--- src/sv/assert_macros.svh ---
// Assertion macros used by the top level of the rotated box decoder.
// Simulation builds get the checks; synthesis builds get empty bodies.
`ifndef ASSERT_MACROS_SVH
`define ASSERT_MACROS_SVH
`ifndef SYNTHESIS
// Same-cycle implication, disabled while reset is low.
`define RBD_ASSERT_NOW(lbl, clk, rst_n, ante, cons) \
    lbl: assert property (@(posedge clk) disable iff (!rst_n) (ante) |-> (cons)) \
        else $error("assertion failed");
// Next-cycle implication, disabled while reset is low.
`define RBD_ASSERT_NXT(lbl, clk, rst_n, ante, cons) \
    lbl: assert property (@(posedge clk) disable iff (!rst_n) (ante) |=> (cons)) \
        else $error("assertion failed");
`else
`define RBD_ASSERT_NOW(lbl, clk, rst_n, ante, cons)
`define RBD_ASSERT_NXT(lbl, clk, rst_n, ante, cons)
`endif
`endif

--- src/sv/rbd_pkg.sv ---
// Types and constants of the rotated box decoder.
// No dependencies; used by every module of the block.
package rbd_pkg;

    localparam int CORDIC_STEPS = 16;
    localparam int ZW = 20;   // CORDIC x, y and residual angle width
    localparam int QUEUE_DEPTH = 4;
    localparam int QAW = 2;   // queue address width

    localparam logic [15:0]      THRESH_RESET    = 16'd32768;
    localparam logic signed [19:0] CORDIC_START  = 20'sd39797;
    localparam logic signed [19:0] PI_Q16        = 20'sd205887;
    localparam logic signed [19:0] HALF_PI_Q16   = 20'sd102944;
    localparam logic signed [23:0] DEG_PER_RAD   = 24'sd3754936;

    localparam logic signed [ZW-1:0] ATAN_Q16 [CORDIC_STEPS] = '{
        20'sd51472, 20'sd30386, 20'sd16055, 20'sd8150, 20'sd4091, 20'sd2047,
        20'sd1024, 20'sd512, 20'sd256, 20'sd128, 20'sd64, 20'sd32, 20'sd16,
        20'sd8, 20'sd4, 20'sd2
    };

    // One classified cell waiting for the rotation back end.
    typedef struct packed {
        logic [7:0]          col;
        logic [7:0]          row;
        logic signed [16:0]  dh;
        logic signed [16:0]  dv;
        logic [16:0]         width;
        logic [16:0]         height;
        logic signed [15:0]  deg;
        logic [15:0]         score;
        logic signed [ZW-1:0] z;
        logic                flip;
    } t_item;

    // Queue status seen by both sides.
    typedef struct packed {
        logic full;
        logic empty;
    } t_q_status;

endpackage

--- src/sv/rbd_queue.sv ---
// Short queue between front and back ends of the box decoder.
// Uses rbd_pkg for the item type and depth.
module rbd_queue (
    input  logic               i_clk,
    input  logic               i_rst_n,
    input  logic               i_push,
    input  rbd_pkg::t_item     i_item,
    input  logic               i_pop,
    output rbd_pkg::t_item     o_item,
    output rbd_pkg::t_q_status o_status
);
    import rbd_pkg::*;

    t_item          r_mem [QUEUE_DEPTH];
    logic [QAW-1:0] r_wp, r_rp;
    logic [QAW:0]   r_cnt;

    // Pointers and fill count.
    always_ff @(posedge i_clk) begin
        if (!i_rst_n) begin
            r_wp  <= '0;
            r_rp  <= '0;
            r_cnt <= '0;
        end else begin
            if (i_push) r_wp <= r_wp + 1'b1;
            if (i_pop)  r_rp <= r_rp + 1'b1;
            r_cnt <= r_cnt + (QAW+1)'(i_push) - (QAW+1)'(i_pop);
        end
    end

    // Storage.
    always_ff @(posedge i_clk) begin
        if (i_push) r_mem[r_wp] <= i_item;
    end

    assign o_item         = r_mem[r_rp];
    assign o_status.full  = (r_cnt == (QAW+1)'(QUEUE_DEPTH));
    assign o_status.empty = (r_cnt == '0);

endmodule

--- config.mk ---
export PLATFORM = sky130hd
export DESIGN_NAME = rbd_queue
export DESIGN_NICKNAME = d
export VERILOG_FILES = /design/src/sv/assert_macros.svh /design/src/sv/rbd_pkg.sv /design/src/sv/rbd_queue.sv
export SDC_FILE = /design/constraint.sdc
export NUM_CORES = 1
export LEC_CHECK = 0
export BUFFER_PORTS_ARGS = -buffer_cell sky130_fd_sc_hd__buf_4
export CORE_ASPECT_RATIO = 0.8
export CORE_MARGIN = 2
export CORE_UTILIZATION = 24
export CTS_CLUSTER_SIZE = 25
export DETAILED_ROUTE_END_ITERATION = 16
export MAX_ROUTING_LAYER = met4
export PLACE_DENSITY = 0.47
export SETUP_SLACK_MARGIN = 0.1
export SLEW_MARGIN = 20
export SYNTH_ARGS = -nofsm -noshare
export SYNTH_HDL_FRONTEND = slang
export SYNTH_SLANG_ARGS = --single-unit
--- constraint.sdc ---
create_clock -name i_clk -period 4.9 [get_ports i_clk]
set_input_delay 0.98 -clock i_clk [delete_from_list [all_inputs] [get_ports i_clk]]
set_output_delay 0.98 -clock i_clk [all_outputs]
set_load 0.03 [all_outputs]
==> results.json <==
{
  "finClkSkew_ps": 24.9,
  "power_frac_seq_pct": 49.2,
  "timing.critical_path.required_ps": 3920,
  "power_frac_clock_pct": 38.4,
  "setup_violations": 0,
  "layout.nets": 1234,
  "fraction_of_the_cycle_the_final_worst_path_needs_pct": 76.7,
  "die_height_um": 263,
  "cts.htree.levels": 2,
  "synth_area_sq_mm": 0.0202,
  "min_from": "r_rp[1]$_SDFFE_PN0P_",
  "type_of_destination_of_the_critical_path": "output pin",
  "power.density_cell_area_mw_per_mm2": 441,
  "p_leak_nw": 8.38,
  "final_hold_viol_count": 0,
  "tritoncts.num_buffers": 59,
  "path_cells": "buf_12 > mux4_2 > buf_4",
  "clock_path_buffers": 3,
  "drc_errors_left": 0,
  "gp_routability_congestion": 0.695,
  "drt-wirelength-per-cell_um": 19.7,
  "postSynthRegisterBits": 557,
  "clock_latency_on_the_worst_skew_pair_ps": 630,
  "tightestPinTransition_ps": 897,
  "p_int_mw": 8.58,
  "clock-root-buffer": "clkbuf_16",
  "routed_wirelength_um": 44600,
  "hpwl_um": 26200,
  "clock_tree_from_tritoncts": "done",
  "syn_to_final_growth_pct": 26.9,
  "clock_sinks": 557,
  "post-cts-setup-buffer-count": 0,
  "cts.clk_slew.worst_paths_ps": 60,
  "yosys.area.top_type_share_pct": 81.5,
  "setup.worst_path.start_class": "flip-flop",
  "grt-ovfl-total": 0,
  "timing.max_slew.rel_slack_pct": 40.2,
  "final_cell_mix": "edfxtp_1 (548), buf_4 (288), mux4_2 (137), clkbuf_16 (59), clkinv_1 (15)",
  "critical_path.max_fanout": 39,
  "cp_num_buf_inv": 2,
  "hold_ws_ps": 532,
  "chip_width_um": 328,
  "net_switching_power_of_the_design_mw": 2.71,
  "core_sq_mm": 0.0837,
  "critical_path.max_stage_delay_ps": 930,
  "final_design_area_no_fill_sq_mm": 0.0256,
  "antenna_violating_nets_post_route": 0,
  "track_usage_pct": 10.5,
  "slew_violations": 0,
  "yosys_warnings": 0,
  "post_synth_main_area_contributors": "edfxtp_1 (81%), mux4_2 (15%), dfxtp_1 (0.89%)",
  "first_iter_violations": 529,
  "post-route-min-period_ps": 3760,
  "avgViaCountPerCell": 4.02,
  "antenna_violations_before_repair": 7,
  "synth-seq-area-share_pct": 82.4,
  "cts_hold_buf": 0,
  "ys_types": 20,
  "syn-num-nets": 906,
  "rsz0062_at_grt": "no",
  "path_delay_family": "flip-flops",
  "syn-mean-instance-area_sq_um": 26.6,
  "io_buffers": 279,
  "r2r_start": "r_wp[0]$_SDFFE_PN0P_",
  "boundaryPins": 280,
  "timing.max_cap.violations": 0,
  "max_freq_mhz": 266,
  "run_status": "completed",
  "wp_data_arrival_ps": 2780,
  "starting_density_pct": 24.1,
  "power_switching_share_pct": 24.0,
  "power_frac_comb_pct": 12.4,
  "worstHoldPathType": "reg2reg",
  "number_of_fill_cells_in_the_layout": 8116,
  "first_pass_iters": 6,
  "place_area_sq_mm": 0.0237,
  "fraction_of_layout_instances_using_a_drive_strength_above_1_pct": 46.3,
  "setup_total_negative_slack_ps": 0,
  "routed_via_count": 9069,
  "layout_commonest_cell": "edfxtp_1",
  "max-vdd-ir-drop_mv": 0.250,
  "grt_start_max_net_pins": 59,
  "grt_pass1_wl_um": 65300,
  "design.die.area_sq_mm": 0.0865,
  "synth_top_area_cell": "edfxtp_1",
  "fp-row-count": 95,
  "criticalPathCategory": "reg2out",
  "crit_path_top_delay_cell": "dfxtp_4",
  "syn_inst": 758,
  "grt_pass1_vias": 9887,
  "post_cts_resized": 0
}
per-stage QoR:
step                      cells  power [mW]  setup WS, ps  utilization (%)
after floorplan             758        6.50           274                -
after global routing       2257        11.8           864             30.6
after CTS                  2250        11.5           918             30.6
after global placement     2140        7.08          1610             28.4
after detailed placement   2140        7.10          1620             28.4
final                      2257        11.3          1140             30.6
worst paths after layout:
check | depth (start not counted) | slack [ps] | endpoint
setup / recovery | 3 | 1140 | o_item[90]
hold / removal | 2 | 530 | flip-flop
setup reg to reg | 3 | 2790 | r_mem[3][105]$_DFFE_PP_
hold reg to reg | 2 | 530 | flip-flop
power groups by stage:
stage | Combinational, mW | Sequential (mW) | Clock [mW]
final | 1.40 | 5.56 | 4.34
after CTS | 1.44 | 5.56 | 4.53
after detailed placement | 1.43 | 5.66 | 0
after global placement | 1.43 | 5.66 | 0
after global routing | 1.49 | 5.58 | 4.70
after floorplan | 0.864 | 5.64 | 0
worst register-to-register path: stages, from the launching register on:
cell and delay [ps]:
dfxtp_1 390, ha_1 160, and2_4 650, buf_4 540
routing by layer:
metal | global-route usage (%) | part of all wire, %
met1 | 13.0 | 42
met2 | 15.8 | 47
met3 | 4.37 | 9.5
met4 | 2.78 | 1.9
met5 | - | 0
synth_stat cells:
| library cell | instances |
|---|---|
| mux2i_1 | 1 |
| dfxtp_1 | 9 |
| nor3_1 | 1 |
| nand3b_1 | 1 |
| xor3_1 | 1 |
| ha_1 | 6 |
| buf_2 | 14 |
| mux4_2 | 137 |
| xnor2_1 | 2 |
| a21oi_1 | 1 |
| buf_4 | 8 |
| and2_1 | 6 |
| a21bo_2 | 1 |
| edfxtp_1 | 548 |
| and3_1 | 1 |
| fa_1 | 1 |
| clkbuf_1 | 1 |
| inv_1 | 7 |
| nor2_1 | 5 |
| buf_6 | 7 |
flip-flops by register name (all words and copies together) (netlist names), named ones only:
register,cells
r_mem,548
r_cnt,3
r_rp,2
r_wp,2
final cells by class:
cell class                      instances  area (sq um)  share of cell area, %
Multi-Input combinational cell        164          3330                   13.0
Clock buffer                           70          1520                   5.92
Inverter                                7          26.3                  0.102
Sequential cell                       557         16600                   64.9
Antenna cell                            7          17.5                 0.0683
Clock inverter                         40           362                   1.41
Tap cell                             1115          1400                   5.44
Timing Repair Buffer                  297          2340                   9.14
logic make-up after synthesis:
family	share of synthesized area [%]
AND/OR/NAND/NOR	0.372
multiplexers	15.3
XOR/XNOR	0.204
flip-flops	82.4
buffers and inverters	1.18
adder cells (fa/ha/maj)	0.471
AO/OA/AOI/OAI	0.0743
(Power assumes the default switching activity.)
