<file path="config.mk">
export PLATFORM = sky130hd
export DESIGN_NAME = rbd_front
export DESIGN_NICKNAME = d
export VERILOG_FILES = /design/src/sv/assert_macros.svh /design/src/sv/rbd_pkg.sv /design/src/sv/rbd_front.sv
export SDC_FILE = /design/constraint.sdc
export NUM_CORES = 1
export LEC_CHECK = 0
export BUFFER_PORTS_ARGS = -buffer_cell sky130_fd_sc_hd__buf_2
export CELL_PAD_IN_SITES_DETAIL_PLACEMENT = 1
export CELL_PAD_IN_SITES_GLOBAL_PLACEMENT = 2
export CORE_MARGIN = 2
export CORE_UTILIZATION = 33
export CTS_CLUSTER_DIAMETER = 50
export DETAILED_ROUTE_END_ITERATION = 16
export PLACE_DENSITY_LB_ADDON = 0.1
export SETUP_SLACK_MARGIN = 0.02
export SLEW_MARGIN = 15
export SYNTH_ARGS = -nofsm -noshare
export SYNTH_HDL_FRONTEND = slang
export SYNTH_SLANG_ARGS = --single-unit
</file>
<file path="constraint.sdc">
create_clock -name i_clk -period 10.5 [get_ports i_clk]
set_input_delay 1.05 -clock i_clk [delete_from_list [all_inputs] [get_ports i_clk]]
set_output_delay 1.05 -clock i_clk [all_outputs]
set_load 0.005 [all_outputs]
</file>
<file path="src/sv/assert_macros.svh">
// Assertion macros used by the top level of the rotated box decoder.
// Simulation builds get the checks; synthesis builds get empty bodies.
`ifndef ASSERT_MACROS_SVH
`define ASSERT_MACROS_SVH
`ifndef SYNTHESIS
// Same-cycle implication, disabled while reset is low.
`define RBD_ASSERT_NOW(lbl, clk, rst_n, ante, cons) \
    lbl: assert property (@(posedge clk) disable iff (!rst_n) (ante) |-> (cons)) \
        else $error("assertion failed");
// Next-cycle implication, disabled while reset is low.
`define RBD_ASSERT_NXT(lbl, clk, rst_n, ante, cons) \
    lbl: assert property (@(posedge clk) disable iff (!rst_n) (ante) |=> (cons)) \
        else $error("assertion failed");
`else
`define RBD_ASSERT_NOW(lbl, clk, rst_n, ante, cons)
`define RBD_ASSERT_NXT(lbl, clk, rst_n, ante, cons)
`endif
`endif

</file>
<file path="src/sv/rbd_pkg.sv">
// Types and constants of the rotated box decoder.
// No dependencies; used by every module of the block.
package rbd_pkg;

    localparam int CORDIC_STEPS = 16;
    localparam int ZW = 20;   // CORDIC x, y and residual angle width
    localparam int QUEUE_DEPTH = 4;
    localparam int QAW = 2;   // queue address width

    localparam logic [15:0]      THRESH_RESET    = 16'd32768;
    localparam logic signed [19:0] CORDIC_START  = 20'sd39797;
    localparam logic signed [19:0] PI_Q16        = 20'sd205887;
    localparam logic signed [19:0] HALF_PI_Q16   = 20'sd102944;
    localparam logic signed [23:0] DEG_PER_RAD   = 24'sd3754936;

    localparam logic signed [ZW-1:0] ATAN_Q16 [CORDIC_STEPS] = '{
        20'sd51472, 20'sd30386, 20'sd16055, 20'sd8150, 20'sd4091, 20'sd2047,
        20'sd1024, 20'sd512, 20'sd256, 20'sd128, 20'sd64, 20'sd32, 20'sd16,
        20'sd8, 20'sd4, 20'sd2
    };

    // One classified cell waiting for the rotation back end.
    typedef struct packed {
        logic [7:0]          col;
        logic [7:0]          row;
        logic signed [16:0]  dh;
        logic signed [16:0]  dv;
        logic [16:0]         width;
        logic [16:0]         height;
        logic signed [15:0]  deg;
        logic [15:0]         score;
        logic signed [ZW-1:0] z;
        logic                flip;
    } t_item;

    // Queue status seen by both sides.
    typedef struct packed {
        logic full;
        logic empty;
    } t_q_status;

endpackage

</file>
<file path="src/sv/rbd_front.sv">
// Front end: score threshold register, cell classification and clamping,
// box size sums, degree conversion and angle folding. Uses rbd_pkg.
module rbd_front #(
    parameter int MAX_MAP_DIM = 256
) (
    input  logic            i_clk,
    input  logic            i_rst_n,
    input  logic            i_cfg_wr_en,
    input  logic [15:0]     i_cfg_wr_data,
    input  logic            i_valid,
    input  logic [111:0]    i_data,
    input  rbd_pkg::t_q_status i_q_status,
    output logic            o_ready,
    output logic            o_push,
    output rbd_pkg::t_item  o_item
);
    import rbd_pkg::*;

    logic [15:0] r_thresh;
    logic [7:0]  col, row;
    logic [15:0] score, top, right, bottom, left;
    logic signed [15:0] ang;
    logic signed [40:0] deg_prod;
    logic signed [40:0] deg_sh;
    logic signed [ZW-1:0] z8;

    // Threshold register.
    always_ff @(posedge i_clk) begin
        if (!i_rst_n) begin
            r_thresh <= THRESH_RESET;
        end else if (i_cfg_wr_en) begin
            r_thresh <= i_cfg_wr_data;
        end
    end

    assign col    = i_data[7:0];
    assign row    = i_data[15:8];
    assign score  = i_data[31:16];
    assign top    = i_data[47:32];
    assign right  = i_data[63:48];
    assign bottom = i_data[79:64];
    assign left   = i_data[95:80];
    assign ang    = i_data[111:96];

    // Requests are taken whenever the queue has room; low scores are dropped.
    assign o_ready = !i_q_status.full;
    assign o_push  = i_valid && o_ready && (score >= r_thresh);

    // Classification and per-cell arithmetic.
    always_comb begin
        o_item.col = ({5'd0, col} >= 13'(MAX_MAP_DIM)) ? 8'(MAX_MAP_DIM - 1) : col;
        o_item.row = ({5'd0, row} >= 13'(MAX_MAP_DIM)) ? 8'(MAX_MAP_DIM - 1) : row;
        o_item.dh     = $signed({1'b0, right}) - $signed({1'b0, left});
        o_item.dv     = $signed({1'b0, bottom}) - $signed({1'b0, top});
        o_item.width  = {1'b0, right} + {1'b0, left};
        o_item.height = {1'b0, top} + {1'b0, bottom};
        o_item.score  = score;

        // Negated angle in degrees, rounded half up, saturated.
        deg_prod = -(41'(ang)) * 41'(DEG_PER_RAD);
        deg_sh   = (deg_prod + 41'sd2097152) >>> 22;
        if (deg_sh > 41'sd32767) begin
            o_item.deg = 16'sh7fff;
        end else if (deg_sh < -41'sd32768) begin
            o_item.deg = 16'sh8000;
        end else begin
            o_item.deg = deg_sh[15:0];
        end

        // Fold the angle into the CORDIC's range.
        z8 = ZW'(ang) <<< 3;
        priority if (z8 > HALF_PI_Q16) begin
            o_item.z    = z8 - PI_Q16;
            o_item.flip = 1'b1;
        end else if (z8 < -HALF_PI_Q16) begin
            o_item.z    = z8 + PI_Q16;
            o_item.flip = 1'b1;
        end else begin
            o_item.z    = z8;
            o_item.flip = 1'b0;
        end
    end

endmodule

</file>
==> results.ini <==
[clock_tree]
clk_pin_slew_ns = 0.05
h-tree-depth = 1
clk_path_buf_depth = 2
cts_tree = done
numCtsBuffers = 3
root_buffer = clkbuf_16
clock-sinks = 16
clk_latency_ns = 0.24

[job]
maxCapViolations = 0

[worst_setup_path]
cp.arrival_ns = 9.35
worst-path-max-fanout = 8
slowest_stage = fa_1
crit_path_max_incr_delay_ns = 0.54
startpoint_type = input port
cp-end-kind = output pin
critPathKind = in -> out
critPathRequiredTime_ns = 9.45

[placement]
placed_cells = 2875
hpwl_um = 45800
place.gp.congestion = 0.868
portBuffers = 239

[routing]
num_vias = 13885
drt_iter0_markers = 343
wl_um = 50400
drt_drc_violations_left = 0
wire_per_inst_um = 17.3
viasPerCell = 4.76
dr.pass1.iters = 4
antenna_left = 0

[global_routing]
antenna_found_initial = 0
grt-busiest-layer = met2
grt_max_degree = 18
grt_overflow = 0
use_met1_pct = 27.0
grt.total_usage_pct = 20.3
use_met2_pct = 37.7
grt_pass1_wl_um = 82000
grt_pass1_vias = 15625
grt_util_met3_pct = 0.769

[finish]
layout-drive-gt1-share_pct = 29.6
largest_register_ffs = 16
area_growth_pct = 29.2
nNetsFinal = 2960
nFillCells = 5701
antenna_cells = 0
reg_top3 = r_thresh (16)
fin_cells = 2914
regMostFlops = r_thresh

[die]
ioPinCount = 273
fp.dieW_um = 225
start_util_pct = 33.6
die_area_sq_um = 50600
num_rows = 80
core_sq_um = 47900
fp.dieH_um = 225

[timing]
hold_violations = 0
whs_ns = 0.515
fin_skew_ns = 0
drv_slew = 0
min_period_ns = 10.40
finalCritPeriodShare_pct = 99.0
relSlewSlack_pct = 47.0
setup_viol = 0
tightest_slew_ns = 0.785
clock.fmax_mhz = 96.2
tns_ns = 0
grt_setup_unrepaired = yes

[synthesis]
syn_area_per_cell_sq_um = 8.72
synth-async-reset-ratio_pct = 0
ys_warn_count = 0
synthCells = 1848
synth_edf_count = 0
synth-seq-cells = 16
yosysSeqAreaShare_pct = 1.99
syn-cell-area_sq_um = 16100
synth_cell_types = 85
synthFlopType = dfxtp_1
syn_nets = 2508

[hold_path]
hold_path.class = reg -> reg

[status]
status = finished clean

## synthesized netlist by cell type, types with 10 or more instances
master	number	area share [%]
a21o_1	23	1.1
a21oi_1	66	2.1
and2_1	14	0.54
and3_1	11	0.43
buf_4	36	1.7
clkbuf_1	32	0.75
dfxtp_1	16	2.0
fa_1	244	30
ha_1	282	22
inv_1	457	11
mux2i_1	18	1.1
nand2_1	73	1.7
nand2b_1	11	0.43
nand3_1	21	0.65
nor2_1	75	1.7
nor2b_1	32	1.2
nor3_1	22	0.68
nor4_1	10	0.39
o211ai_1	10	0.47
o21a_1	13	0.61
o21ai_0	46	1.4
o21bai_1	18	0.84
xnor2_1	99	5.4
xor2_1	55	3.0
## routing by layer
layer  vias to the layer above  routed length, um
li1                       6782                  -
met4                         0                586
met1                      6939              22600
met5                         -                  0
met2                       137              26300
met3                        27                851
## kinds of logic (layout without fill, tap and decap cells)
family	after synthesis	in the layout	share of synthesized area, %
mux	20	20	1.28
compound gates	292	292	13.0
flops	16	16	1.99
simple gates	307	307	9.81
xor+xnor	154	154	8.37
fa+ha+maj	526	526	52.2
buf+inv	533	984	13.4
## final timing paths
check,start,slack (ns),cells after the start,end
setup / recovery,i_data[103],0.10,40,o_item[48]
hold / removal,r_thresh[15],0.51,2,r_thresh[15]
setup reg to reg,r_thresh[8],9.86,2,r_thresh[8]
hold reg to reg,r_thresh[15],0.51,2,r_thresh[15]
## layout by cell type (no fill, tap or decap), types with 8 or more instances in the layout
master    count
buf_6        14
nor2_1       70
o21ai_1       9
ha_1        250
xnor2_1      94
o21ai_0      40
o21bai_1     18
a21o_1       23
o21a_1       13
a31oi_1       8
ha_2          9
mux2i_1      18
buf_2       237
nand2b_1     10
nand2_1      67
ha_4         23
fa_1        240
inv_1       447
dfxtp_1      16
a21oi_1      58
inv_2         8
buf_4       267
o21ai_2      15
nor3_1       21
and2_1       12
o211ai_1     10
nor2b_1      32
and3_1       11
xor2_1       50
nand3_1      13
## metrics by stage
| stage | worst slack [ns] | utilization, % | instance area [sq um] |
|---|---|---|---|
| global route | -0.257 | 43.4 | 20800 |
| global placement | -0.312 | 40.9 | 19600 |
| detailed placement | -0.363 | 40.9 | 19600 |
| CTS | 0.0206 | 42.4 | 20300 |
| finish | 0.103 | 43.4 | 20800 |
| floorplan | 0.0460 | - | 16200 |
## layout make-up
cell class / count / area (sq um) / share of cell area (%)
clock buffers: 4 / 88.8 / 0.427
inverters: 458 / 1730 / 8.31
repair buffers: 522 / 3420 / 16.5
well taps: 615 / 769 / 3.70
flip-flops and latches: 16 / 320 / 1.54
multi-input cells: 1299 / 14500 / 69.6
## critical path, delay by kind of cell
family | cells | cell delay [ns]
simple gates | 7 | 1.31
buf+inv | 16 | 1.73
mux | 1 | 0.36
compound gates | 5 | 0.68
xor+xnor | 2 | 0.33
fa+ha+maj | 9 | 3.84
## repair_timing
item	CTS	global route
setup buffers	16	20
cloned	1	0
gates resized for setup	72	83
pin swaps	51	49
hold buffers	0	0
endpoints found under the setup margin	15	15
endpoints found under the hold margin	0	0
Power is left out: the tool's default activity adds up to more than one toggle a clock period on the data nets, which glitch-free logic cannot reach.
